$ cat config.mk
export PLATFORM = sky130hd
export DESIGN_NAME = tptz_regs
export DESIGN_NICKNAME = d
export VERILOG_FILES = /design/src/hw/rtl/tptz_pkg.sv /design/src/hw/rtl/tptz_regs.sv
export SDC_FILE = /design/constraint.sdc
export NUM_CORES = 1
export LEC_CHECK = 0
export BUFFER_PORTS_ARGS = -buffer_cell sky130_fd_sc_hd__buf_2
export CORE_MARGIN = 2
export CORE_UTILIZATION = 45
export CTS_BUF_LIST = sky130_fd_sc_hd__clkbuf_2 sky130_fd_sc_hd__clkbuf_4 sky130_fd_sc_hd__clkbuf_8
export DETAILED_ROUTE_END_ITERATION = 10
export PLACE_DENSITY = 0.79
export SLEW_MARGIN = 25
export SYNTH_ARGS = -nofsm -noshare
export SYNTH_HDL_FRONTEND = slang
export SYNTH_SLANG_ARGS = --single-unit
export TNS_END_PERCENT = 10
$ cat constraint.sdc
create_clock -name clk -period 1.15 [get_ports clk]
set_input_delay 0 -clock clk [delete_from_list [all_inputs] [get_ports clk]]
set_output_delay 0 -clock clk [all_outputs]
set_load 0.005 [all_outputs]
$ cat src/hw/rtl/tptz_pkg.sv
// Shared types, widths and codes for the three-pole three-zero compensator.
// No dependencies; used by every module of the block.
package tptz_pkg;

  localparam int SAMPLE_WIDTH   = 16;
  localparam int COEF_WIDTH     = 24;
  localparam int COEF_FRAC_BITS = 16;
  localparam int LIMIT_WIDTH    = 16;
  localparam int CFG_DATA_WIDTH = 2 * LIMIT_WIDTH;
  localparam int CFG_IDX_WIDTH  = 4;

  // error is one bit wider than a sample so ref - fb never wraps
  localparam int ERR_WIDTH   = SAMPLE_WIDTH + 1;
  localparam int PROD_E_WIDTH = COEF_WIDTH + ERR_WIDTH;
  localparam int PROD_U_WIDTH = COEF_WIDTH + SAMPLE_WIDTH;
  // seven terms: three guard bits over the widest product
  localparam int ACC_WIDTH   = PROD_E_WIDTH + 3;
  localparam int SHIFT_WIDTH = ACC_WIDTH - COEF_FRAC_BITS;

  localparam int HIST_DEPTH = 3;

  // register map
  localparam logic [CFG_IDX_WIDTH-1:0] REG_COEF_B0 = CFG_IDX_WIDTH'(0);
  localparam logic [CFG_IDX_WIDTH-1:0] REG_COEF_B1 = CFG_IDX_WIDTH'(1);
  localparam logic [CFG_IDX_WIDTH-1:0] REG_COEF_B2 = CFG_IDX_WIDTH'(2);
  localparam logic [CFG_IDX_WIDTH-1:0] REG_COEF_B3 = CFG_IDX_WIDTH'(3);
  localparam logic [CFG_IDX_WIDTH-1:0] REG_COEF_A1 = CFG_IDX_WIDTH'(4);
  localparam logic [CFG_IDX_WIDTH-1:0] REG_COEF_A2 = CFG_IDX_WIDTH'(5);
  localparam logic [CFG_IDX_WIDTH-1:0] REG_COEF_A3 = CFG_IDX_WIDTH'(6);
  localparam logic [CFG_IDX_WIDTH-1:0] REG_LIMITS  = CFG_IDX_WIDTH'(7);

  localparam logic [CFG_DATA_WIDTH-1:0] LIMITS_RESET = 32'h7FFF_8000;

  typedef enum logic [1:0] {
    LIM_NONE = 2'd0,
    LIM_MAX  = 2'd1,
    LIM_MIN  = 2'd2
  } limit_code_t;

  typedef struct packed {
    logic [COEF_WIDTH-1:0] b0;
    logic [COEF_WIDTH-1:0] b1;
    logic [COEF_WIDTH-1:0] b2;
    logic [COEF_WIDTH-1:0] b3;
    logic [COEF_WIDTH-1:0] a1;
    logic [COEF_WIDTH-1:0] a2;
    logic [COEF_WIDTH-1:0] a3;
    logic [LIMIT_WIDTH-1:0] lim_max;
    logic [LIMIT_WIDTH-1:0] lim_min;
  } comp_cfg_t;

endpackage

$ cat src/hw/rtl/tptz_regs.sv
// Configuration register file: coefficients and output limits.
// Depends on tptz_pkg.
module tptz_regs (
  input  logic                                clk,
  input  logic                                rst,
  input  logic                                wr_en,
  input  logic [tptz_pkg::CFG_IDX_WIDTH-1:0]  wr_index,
  input  logic [tptz_pkg::CFG_DATA_WIDTH-1:0] wr_data,
  output tptz_pkg::comp_cfg_t                 cfg
);

  tptz_pkg::comp_cfg_t regs;

  always_ff @(posedge clk) begin
    if (rst) begin
      regs.b0      <= '0;
      regs.b1      <= '0;
      regs.b2      <= '0;
      regs.b3      <= '0;
      regs.a1      <= '0;
      regs.a2      <= '0;
      regs.a3      <= '0;
      regs.lim_max <= tptz_pkg::LIMITS_RESET[tptz_pkg::CFG_DATA_WIDTH-1:tptz_pkg::LIMIT_WIDTH];
      regs.lim_min <= tptz_pkg::LIMITS_RESET[tptz_pkg::LIMIT_WIDTH-1:0];
    end else if (wr_en) begin
      unique case (wr_index)
        tptz_pkg::REG_COEF_B0: regs.b0 <= wr_data[tptz_pkg::COEF_WIDTH-1:0];
        tptz_pkg::REG_COEF_B1: regs.b1 <= wr_data[tptz_pkg::COEF_WIDTH-1:0];
        tptz_pkg::REG_COEF_B2: regs.b2 <= wr_data[tptz_pkg::COEF_WIDTH-1:0];
        tptz_pkg::REG_COEF_B3: regs.b3 <= wr_data[tptz_pkg::COEF_WIDTH-1:0];
        tptz_pkg::REG_COEF_A1: regs.a1 <= wr_data[tptz_pkg::COEF_WIDTH-1:0];
        tptz_pkg::REG_COEF_A2: regs.a2 <= wr_data[tptz_pkg::COEF_WIDTH-1:0];
        tptz_pkg::REG_COEF_A3: regs.a3 <= wr_data[tptz_pkg::COEF_WIDTH-1:0];
        tptz_pkg::REG_LIMITS: begin
          regs.lim_max <= wr_data[tptz_pkg::CFG_DATA_WIDTH-1:tptz_pkg::LIMIT_WIDTH];
          regs.lim_min <= wr_data[tptz_pkg::LIMIT_WIDTH-1:0];
        end
        default: ;  // unmapped index: write dropped
      endcase
    end
  end

  assign cfg = regs;

endmodule

# Yosys cells after proc, flatten, opt, wreduce, memory -nomap -nowiden
# Cells that the tools add are included.
# totals
ff_bits	200
latchBits	0
mem_bits_rw	0
mem_bits_ro	0
wordCells	25
memories	0
# classes
add_sub_neg	0
mul	0
div_mod_pow	0
n_lt_le_gt_ge	0
n_eq_ne	7
shifts	0
muxes	0
bitwise_logic	0
reduce_logical	9
# ops
op	count
$eq A4 B3 Y1 const B	4
$reduce_and A2 Y1	8
$eq A4 B2 Y1 const B	2
$eq A4 B1 Y1 const B	1
$logic_not A4 Y1	1

# Longest topological paths before layout
# Gate-level depths: netlist of the first run.
# logic_depth
depth_word	2
ltp_mapped	6

# Worst setup path before layout of the first run
# Ideal clock, no wire load.
# synth_path
path_type	input to register
start	input wr_index[3] (netlist name)
end	register regs, in the netlist cfg[21]
setup_ps	72
arrival_time_ps	925
required_time_ps	1078
slack_ps	154
stages	6
cell_sequence	and3b_1 buf_6 and3_4 buf_6 buf_12 mux2i_1
# synth_via
elab_chain_len	2
# synth_rtl
item	line	text
from (decl)	tptz_regs.sv:7	input logic [tptz_pkg::CFG_IDX_WIDTH-1:0] wr_index,
$eq A4 B3 Y1	tptz_regs.sv:26	unique case (wr_index)
$reduce_and A2 Y1 (no line)	-	
to (decl)	tptz_regs.sv:12	tptz_pkg::comp_cfg_t regs;
# Every way passes these cells.
# A chain may end at the register's enable or synchronous reset.

# Final worst setup path of the first run
# layout_path
start	register regs, in the netlist cfg[165]
end	output cfg[165] (netlist name)
# layout_lines
item	line	text
to (decl)	tptz_regs.sv:9	output tptz_pkg::comp_cfg_t cfg
# No word-level cell between the ends.

==> results of run 1 <==
-- tightest hold or removal path, delay by kind of cell --
kind,cells,cell delay [ps]
and+or+nand+nor,1,190
buffers and inverters,1,80
muxes,1,170
-- power breakdown --
part           total, mW  internal, mW  switching [mW]
Combinational      0.874         0.437           0.437
Clock               5.03          2.54            2.49
Sequential          7.06          7.01          0.0461
-- logic make-up (layout without fill, tap and decap cells) --
logic type / Yosys count / after routing / synth area share
AND/OR/NAND/NOR: 257 / 257 / 0.1968
multiplexers: 200 / 200 / 0.2545
flip-flops: 200 / 200 / 0.5091
buffers and inverters: 59 / 321 / 0.03961
-- worst max path at each step --
| stage | startpoint | endpoint | slack [ps] |
|---|---|---|---|
| floorplan | wr_index[3] | cfg[21]$_SDFFE_PP1P_ | 150 |
| global placement | wr_index[3] | cfg[170]$_SDFFE_PP0P_ | 30 |
| detailed placement | wr_index[3] | cfg[159]$_SDFFE_PP0P_ | -30 |
| CTS | cfg[165]$_SDFFE_PP0P_ | cfg[165] | 160 |
| global route | cfg[171]$_SDFFE_PP0P_ | cfg[171] | 120 |
| finish | cfg[165]$_SDFFE_PP0P_ | cfg[165] | 190 |
-- placed cells by master, fill, tap and decap left out --
cell           instances
and3_4                 1
nand2b_1             209
nor3b_4                1
mux2i_1              200
clkbuf_4               1
buf_12                12
dlygate4sd3_1         18
nand3_2                2
and3b_1                1
inv_8                  1
inv_6                  2
buf_2                237
clkinvlp_4             4
and2_1                 2
clkbuf_8              19
buf_4                 22
clkinv_4               1
nand2_2                5
nand2_1                1
nor2b_1                2
nor2_1                33
dfxtp_1              200
bufinv_16              4
-- repair_timing --
item                                    4_1_cts  5_1_grt
hold buffers                                 18        0
endpoints found under the setup margin        0        0
endpoints found under the hold margin        32        0
-- final cells by class --
type | instances | area [µm²]
fill | 1490 | 7111
clock buffer | 20 | 269.0
timing repair buffer | 289 | 1772
sequential | 200 | 4004
multi-input combinational | 457 | 3552
clock inverter | 12 | 187.7
tap | 225 | 281.5
-- metal layers --
metal  global-route usage  part of all wire  up-vias
met4              0.06539             0.021        0
met5                    0                 0        -
met2               0.3417              0.48      163
met3              0.06003             0.053       28
li1                     -                 -     2838
met1               0.2697              0.44     2740
==> impl_metrics.tcl, run 1 <==
set metrics [dict create \
    reg2reg_to "cfg[165]$_SDFFE_PP0P_" \
    start_kind "register" \
    yosys.area.top_type "dfxtp_1" \
    placed_area_mm2 0.009429 \
    core-area_mm2 0.01718 \
    tritoncts "built" \
    pre_cts_slack_ps -25.67 \
    ys_seq_area_frac 0.5091 \
    syn_to_final_growth_pct 27.98 \
    worst_hold_slack_ps 15.04 \
    yosys_warnings 0 \
    totalWireLength_mm 19.66 \
    grt_pass1_vias 5519 \
    ant_nets 0 \
    synth.top_cell.area_share 0.5091 \
    hold_path_end "cfg[110]$_SDFFE_PP0P_" \
    finalMaxSlewViolations 0 \
    path_depth 1 \
    syn_area_mm2 0.007865 \
    min_period_over_period 0.8376 \
    chipWidth_um 136.2 \
    synth_cell_type_count 18 \
    grt_setup_unrepaired "false" \
    avgSynthCellArea_um2 10.98 \
    path_clk_slew_ps 100 \
    critPathSlowestCell "dfxtp_1" \
    wl_per_cell_um 16.35 \
    start_util 0.4579 \
    syn_inst 716 \
    cts_setup_buffers 0 \
    clkSinkCount 200 \
    port_buffers 238 \
    crit_fanout 2 \
    max_slew_margin 0.7230 \
    drv_cap 0 \
    syn-num-nets 755 \
    p_total_mw 12.96 \
    peakVddDrop_mv 0.9176 \
    grt_max_degree 53 \
    hold_path.class "input port to register" \
    grt_first_pass_wirelength_mm 30.30 \
    place_congestion 0.7982 \
    finalHoldViolations 0 \
    r2r-start "cfg[165]$_SDFFE_PP0P_" \
    cp_top_family "flip-flops" \
    placedCellCount 1153 \
    cp_num_buf_inv 1 \
    ff2ff_setup_slack_ps 520 \
    power-per-cell-area_mw_per_mm2 1288 \
    drt-initial-drc-count 253 \
    vias 5769 \
    worstPathRequired_ps 1150 \
    fin_skew_ps 0 \
    antenna_found_initial 0 \
    cts_resized 0 \
    numCtsBuffers 17 \
    die_h_um 136.2 \
    p_leak_nw 5.343 \
    synthTopCellsByCount "nand2b_1 (209), dfxtp_1 (200), mux2i_1 (200)" \
    num_rows 48 \
    largest_reg_flops 200 \
    clk_latency_ps 450 \
    synth_most_common_cell "nand2b_1" \
    crit_chain "buf_2" \
    htreeDepth 4 \
    antennaDiodeCount 0 \
    cp.arrival_ps 960 \
    ys_top_cells_by_area "dfxtp_1 (51%), mux2i_1 (25%), nand2b_1 (17%), nor2_1 (1.6%), clkbuf_1 (1.0%)" \
    drive_above_1_share 0.3190 \
    final_area_mm2 0.01007 \
    layout_min_cycle_time_ps 963.2 \
    reg2reg_depth 2 \
    finalWorstSetupSlack_ps 186.8 \
    final_cells 1203 \
    grt.overflow.total 0 \
    drc_errors 0 \
    final_nets 1004 \
    max_freq_ghz 1.038 \
    finalSetupViolations 0 \
    synth_flop_cell "dfxtp_1" \
    finish.utilization 0.5860 \
    end_kind "output port" \
    async_flop_share 0 \
    hold_path_depth 3 \
    cts_max_path_buffers 2 \
    io_pins 239 \
    status "completed" \
    die_area_mm2 0.01855 \
    synth-seq-cells 200 \
    grt_use_total 0.2100 \
    viasPerCell 4.796 \
    root_buffer "clkbuf_8" \
    synth_edf_count 0 \
    path_class "register to output port" \
    worst_slew_pin_slew_ps 415.4 \
    hpwl_mm 13.48 \
    slowest_delay_ps 380 \
    first_pass_iters 4 \
    setup_tns_ps 0 \
    min-delay-start "wr_data[6]" \
]
Note: power is estimated with default switching activity, not from simulation.
==> inputs of run 2 (changes only) <==
--- a/config.mk
+++ b/config.mk
@@ -5,12 +5,13 @@
 export SDC_FILE = /design/constraint.sdc
 export NUM_CORES = 1
 export LEC_CHECK = 0
+export ABC_AREA = 1
 export BUFFER_PORTS_ARGS = -buffer_cell sky130_fd_sc_hd__buf_2
 export CORE_MARGIN = 2
 export CORE_UTILIZATION = 45
 export CTS_BUF_LIST = sky130_fd_sc_hd__clkbuf_2 sky130_fd_sc_hd__clkbuf_4 sky130_fd_sc_hd__clkbuf_8
 export DETAILED_ROUTE_END_ITERATION = 10
-export PLACE_DENSITY = 0.79
+export PLACE_DENSITY = 0.82
 export SLEW_MARGIN = 25
 export SYNTH_ARGS = -nofsm -noshare
 export SYNTH_HDL_FRONTEND = slang
==> constraint.sdc (replaced) <==
create_clock -name clk -period 0.8 [get_ports clk]
set_input_delay 0 -clock clk [delete_from_list [all_inputs] [get_ports clk]]
set_output_delay 0 -clock clk [all_outputs]
set_load 0.005 [all_outputs]
==> impl_metrics.tcl, run 2 <==
set metrics [dict create \
    path_class "register to output port" \
    finalHoldViolations 1 \
    vias 8201 \
    synth-seq-cells 200 \
    syn-num-nets 1194 \
    place_congestion 0.8034 \
    final_nets 1470 \
    clkSinkCount 200 \
    num_rows 48 \
    io_pins 239 \
    ys_top_cells_by_area "dfxtp_1 (51%), nor2_1 (18%), nand2_1 (17%), nand4_1 (3.8%), inv_1 (3.7%)" \
    async_flop_share 0 \
    numCtsBuffers 17 \
    finish.utilization 0.6690 \
    worstPathRequired_ps 800 \
    violations "hold timing, setup timing" \
    drt-initial-drc-count 591 \
    yosys_warnings 0 \
    final_cell_mix "nor2_1 (371), nand2_1 (357), dfxtp_2 (200)" \
    finalSetupViolations 202 \
    slowest_delay_ps 380 \
    reg2reg_depth 5 \
    start_util 0.4556 \
    critPathSlowestCell "dfxtp_2" \
    layout_min_cycle_time_ps 966.5 \
    yosys.area.top_type "dfxtp_1" \
    tritoncts "built" \
    antenna_found_initial 0 \
    htreeDepth 4 \
    crit_chain "buf_6" \
    end_kind "output port" \
    first_pass_iters 5 \
    chipWidth_um 135.9 \
    grt_use_total 0.2771 \
    synth_most_common_cell "nor2_1" \
    totalWireLength_mm 27.02 \
    cts_max_path_buffers 2 \
    ant_nets 0 \
    synthTopCellsByCount "nor2_1 (375), nand2_1 (358), dfxtp_1 (200)" \
    mostFrequentLayoutCell "nor2_1" \
    worst_hold_slack_ps -0.7699 \
    fin_skew_ps 0 \
    avgSynthCellArea_um2 6.776 \
    finalMaxSlewViolations 0 \
    syn_inst 1155 \
    grt.overflow.total 0 \
    clk_latency_ps 470 \
    drive_above_1_share 0.3802 \
    placedCellCount 1598 \
    min_period_over_period 1.208 \
    path_depth 1 \
    cp_top_family "flip-flops" \
    synth.top_cell.area_share 0.5116 \
    viasPerCell 4.911 \
    path_clk_slew_ps 110 \
    max_slew_margin 0.7668 \
    die_h_um 135.9 \
    peakVddDrop_mv 1.337 \
    p_leak_nw 5.679 \
    synth_edf_count 0 \
    syn_to_final_growth_pct 46.83 \
    port_buffers 238 \
    power-per-cell-area_mw_per_mm2 1730 \
    hold_path_depth 5 \
    root_buffer "clkbuf_8" \
    die_area_mm2 0.01846 \
    drc_errors 0 \
    final_cells 1670 \
    hold_path.class "input port to register" \
    synth_cell_type_count 13 \
    core-area_mm2 0.01718 \
    synth_flop_cell "dfxtp_1" \
    grt_max_degree 49 \
    syn_area_mm2 0.007826 \
    worst_slew_pin_slew_ps 349.4 \
    grt_pass1_vias 7383 \
    finalWorstSetupSlack_ps -166.5 \
    status "finished with violations" \
    largest_reg_flops 200 \
    drv_cap 0 \
    max_freq_ghz 1.035 \
    cp.arrival_ps 970 \
    fill_cells 1358 \
    hpwl_mm 16.72 \
    p_total_mw 19.88 \
    start_kind "register" \
    wl_per_cell_um 16.18 \
    crit_fanout 2 \
    grt_first_pass_wirelength_mm 38.50 \
    ys_seq_area_frac 0.5116 \
    grt_setup_unrepaired "true" \
    cp_num_buf_inv 1 \
]
==> run 2: cell types whose count changed after synthesis, sizes merged, moves of 2 or more <==
cell | before | now
and2 | 2 | 0
nand2 | 6 | 358
mux2i | 200 | 0
clkbuf | 21 | 31
nor2b | 2 | 0
nand4 | 0 | 48
buf | 38 | 41
nand2b | 209 | 0
nor2 | 33 | 379
inv | 0 | 78
nand3 | 2 | 19
==> run 2: metrics by stage <==
| stage | area, µm² | hold WS, ps | setup TNS [ps] | worst slack [ps] |
|---|---|---|---|---|
| after floorplan | 7868 | 126.1 | -2224 | -31.11 |
| after global placement | 9774 | 210.2 | -39490 | -252.2 |
| after detailed placement | 9774 | 219.2 | -43190 | -278.5 |
| after CTS | 11070 | -12.63 | -33300 | -168.9 |
| after global routing | 11490 | 2.058 | -31690 | -190.5 |
| final | 11490 | -0.7699 | -24960 | -166.5 |
==> run 2: what timing repair did <==
action | 4_1_cts | 5_1_grt
endpoints found under the setup margin | 200 | 254
endpoints found under the hold margin | 73 | 0
pin swaps | 0 | 2
buffers inserted | 2 | 0
hold buffers | 37 | 0
resized for setup | 233 | 84
==> run 2: worst paths after layout <==
check                                           start               endpoint  slack, ps
worst max register to register  cfg[126]$_SDFFE_PP0P_  cfg[126]$_SDFFE_PP0P_          0
worst min register to register   cfg[15]$_SDFFE_PP1P_   cfg[15]$_SDFFE_PP1P_        470
worst min-delay path                              rst   cfg[10]$_SDFFE_PP0P_       -0.8
worst max-delay path            cfg[126]$_SDFFE_PP0P_               cfg[126]       -170
==> run 2: final cells by class <==
cell class / count / area (µm²) / share of cell area
Multi-Input combinational cell: 805 / 3239 / 0.2819
Inverter: 78 / 309.0 / 0.02689
Antenna cell: 1 / 2.502 / 0.0002178
Clock buffer: 18 / 247.7 / 0.02156
Sequential cell: 200 / 4254 / 0.3702
Tap cell: 225 / 281.5 / 0.02450
Timing Repair Buffer: 329 / 2963 / 0.2578
Clock inverter: 14 / 193.9 / 0.01688
==> run 2: routing by layer <==
layer / up-vias / part of all wire / GRT usage
met5: - / 0 / 0
met4: 0 / 0.036 / 0.1279
met3: 68 / 0.088 / 0.08091
met2: 368 / 0.49 / 0.4714
met1: 3745 / 0.38 / 0.3221
li1: 4020 / - / -
==> run 2: cells by family (layout without fill, tap and decap cells) <==
| logic type | Yosys count | count (layout) | synth area share |
|---|---|---|---|
| simple gates | 805 | 805 | 0.4069 |
| flops | 200 | 200 | 0.5116 |
| buf+inv | 150 | 439 | 0.08153 |
| other cells | 0 | 1 | 0 |
==> run 2: report_power, final <==
| part | internal (mW) | switching, mW |
|---|---|---|
| Sequential | 10.2 | 0.148 |
| Clock | 3.51 | 3.75 |
| Combinational | 1.02 | 1.25 |
| Total | 14.7 | 5.15 |
==> inputs of run 3 (changes only) <==
--- a/config.mk
+++ b/config.mk
@@ -6,12 +6,14 @@
 export NUM_CORES = 1
 export LEC_CHECK = 0
 export ABC_AREA = 1
-export BUFFER_PORTS_ARGS = -buffer_cell sky130_fd_sc_hd__buf_2
+export CAP_MARGIN = 40
+export CORE_ASPECT_RATIO = 0.9
 export CORE_MARGIN = 2
 export CORE_UTILIZATION = 45
 export CTS_BUF_LIST = sky130_fd_sc_hd__clkbuf_2 sky130_fd_sc_hd__clkbuf_4 sky130_fd_sc_hd__clkbuf_8
 export DETAILED_ROUTE_END_ITERATION = 10
-export PLACE_DENSITY = 0.82
+export DONT_BUFFER_PORTS = 1
+export PLACE_DENSITY = 0.7
 export SLEW_MARGIN = 25
 export SYNTH_ARGS = -nofsm -noshare
 export SYNTH_HDL_FRONTEND = slang
==> impl_metrics.tcl, run 3 (same netlist as run 2, synthesis figures left out) <==
set metrics [dict create \
    status "finished with violations" \
    violations "hold timing, setup timing" \
    switching_share 0.2650 \
    drc_errors 0 \
    viasPerCell 4.917 \
    first_pass_iters 5 \
    grt.overflow.total 0 \
    grt_first_pass_wirelength_mm 35.05 \
    fill_cells 1575 \
    path_class "register to output port" \
    final_cells 1440 \
    grt_max_degree 54 \
    finalWorstSetupSlack_ps -105.9 \
    placed_area_mm2 0.008523 \
    chipWidth_um 143.0 \
    setup_tns_ps -2071 \
    clockPowerShare 0.324 \
    totalWireLength_mm 24.94 \
    postCtsHoldBufs 34 \
    largest_reg_flops 200 \
    layout_min_cycle_time_ps 905.9 \
    peakVddDrop_mv 1.111 \
    end_kind "output port" \
    min_period_over_period 1.132 \
    p_int_mw 13.17 \
    cp.arrival_ps 910 \
    grt_setup_unrepaired "true" \
    antenna_found_initial 0 \
    final_nets 1233 \
    seq_power_share 0.580 \
    pre_cts_slack_ps -145.7 \
    power-per-cell-area_mw_per_mm2 1852 \
    syn_to_final_growth_pct 23.65 \
    crit_fanout 2 \
    io_pins 239 \
    finalMaxSlewViolations 0 \
    hold_path.class "input port to register" \
    ant_nets 0 \
    die_area_mm2 0.01846 \
    grt_pass1_vias 6211 \
    crit_chain "buf_6" \
    hpwl_mm 15.99 \
    start_kind "register" \
    start_util 0.4618 \
    critPathSlowestCell "dfxtp_2" \
    mostFrequentLayoutCell "nor2_1" \
    finalSetupViolations 165 \
    final_cell_mix "nor2_1 (372), nand2_1 (358), dfxtp_2 (194)" \
    worstPathRequired_ps 800 \
    tritoncts "built" \
    clkSinkCount 200 \
    worst_hold_slack_ps -249.5 \
    power.switching_mw 4.748 \
    antennaDiodeCount 0 \
    grt_use_total 0.2526 \
    placedCellCount 1367 \
    htreeDepth 4 \
    max_freq_ghz 1.104 \
    drv_cap 0 \
    cp_top_family "flip-flops" \
    vias 7080 \
    final_area_mm2 0.009677 \
    core-area_mm2 0.01695 \
    die_h_um 129.1 \
    worst_slew_pin_slew_ps 301.0 \
    num_rows 45 \
    p_comb_frac 0.096 \
    fin_skew_ps 0 \
    slowest_delay_ps 340 \
    p_leak_nw 4.422 \
    root_buffer "clkbuf_8" \
    cp_num_buf_inv 1 \
    drt-initial-drc-count 539 \
    port_buffers 0 \
    path_clk_slew_ps 110 \
    place_congestion 0.7630 \
    finalHoldViolations 71 \
    drive_above_1_share 0.2531 \
    numCtsBuffers 17 \
    clk_latency_ps 450 \
    wl_per_cell_um 17.32 \
    cts_max_path_buffers 2 \
    max_slew_margin 0.7991 \
]
-- run 3: per-layer routing --
layer	vias to the layer above	global-route usage	part of all wire
met5	-	0	0
met4	0	0.08794	0.020
met3	22	0.09756	0.094
met2	242	0.4019	0.46
met1	3275	0.3146	0.42
li1	3541	-	-
-- run 3: path summary, 6_finish.rpt --
kind	from	endpoint	slack, ps	depth (start not counted)
worst max-delay path	cfg[127]$_SDFFE_PP0P_	cfg[127]	-110	1
worst min-delay path	wr_en	cfg[143]$_SDFFE_PP0P_	-250	3
worst max register to register	cfg[196]$_SDFFE_PP0P_	cfg[196]$_SDFFE_PP0P_	140	4
worst min register to register	cfg[25]$_SDFFE_PP1P_	cfg[25]$_SDFFE_PP1P_	470	2
-- run 3: area by class of cell --
cell class | count | area, µm² | share of cell area
Timing Repair Buffer | 91 | 1225 | 0.1266
Clock buffer | 20 | 262.8 | 0.02715
Tap cell | 235 | 294.0 | 0.03039
Inverter | 78 | 297.8 | 0.03077
Clock inverter | 10 | 73.82 | 0.007629
Timing Repair inverter | 1 | 5.005 | 0.0005172
Sequential cell | 200 | 4269 | 0.4412
Multi-Input combinational cell | 805 | 3249 | 0.3358
-- run 3: power by group through the flow --
stage,Sequential [mW],Clock (mW),Combinational [mW]
finish,10.4,5.81,1.73
global route,10.4,6.36,1.88
CTS,10.4,5.94,1.62
detailed placement,10.6,0,1.43
global placement,10.6,0,1.41
floorplan,10.5,0,0.888
-- run 3: repair_timing --
action | in CTS | in global routing
setup buffers | 0 | 1
gates cloned | 0 | 8
endpoints found under the setup margin | 200 | 332
resized for setup | 203 | 21
pin swaps | 0 | 2
hold endpoints to repair | 200 | 84
-- run 3: per-stage QoR --
step                  util  power (mW)
floorplan                -       11.41
global placement    0.5029       12.00
detailed placement  0.5029       12.02
CTS                 0.5583       17.96
global route        0.5710       18.65
finish              0.5710       17.92
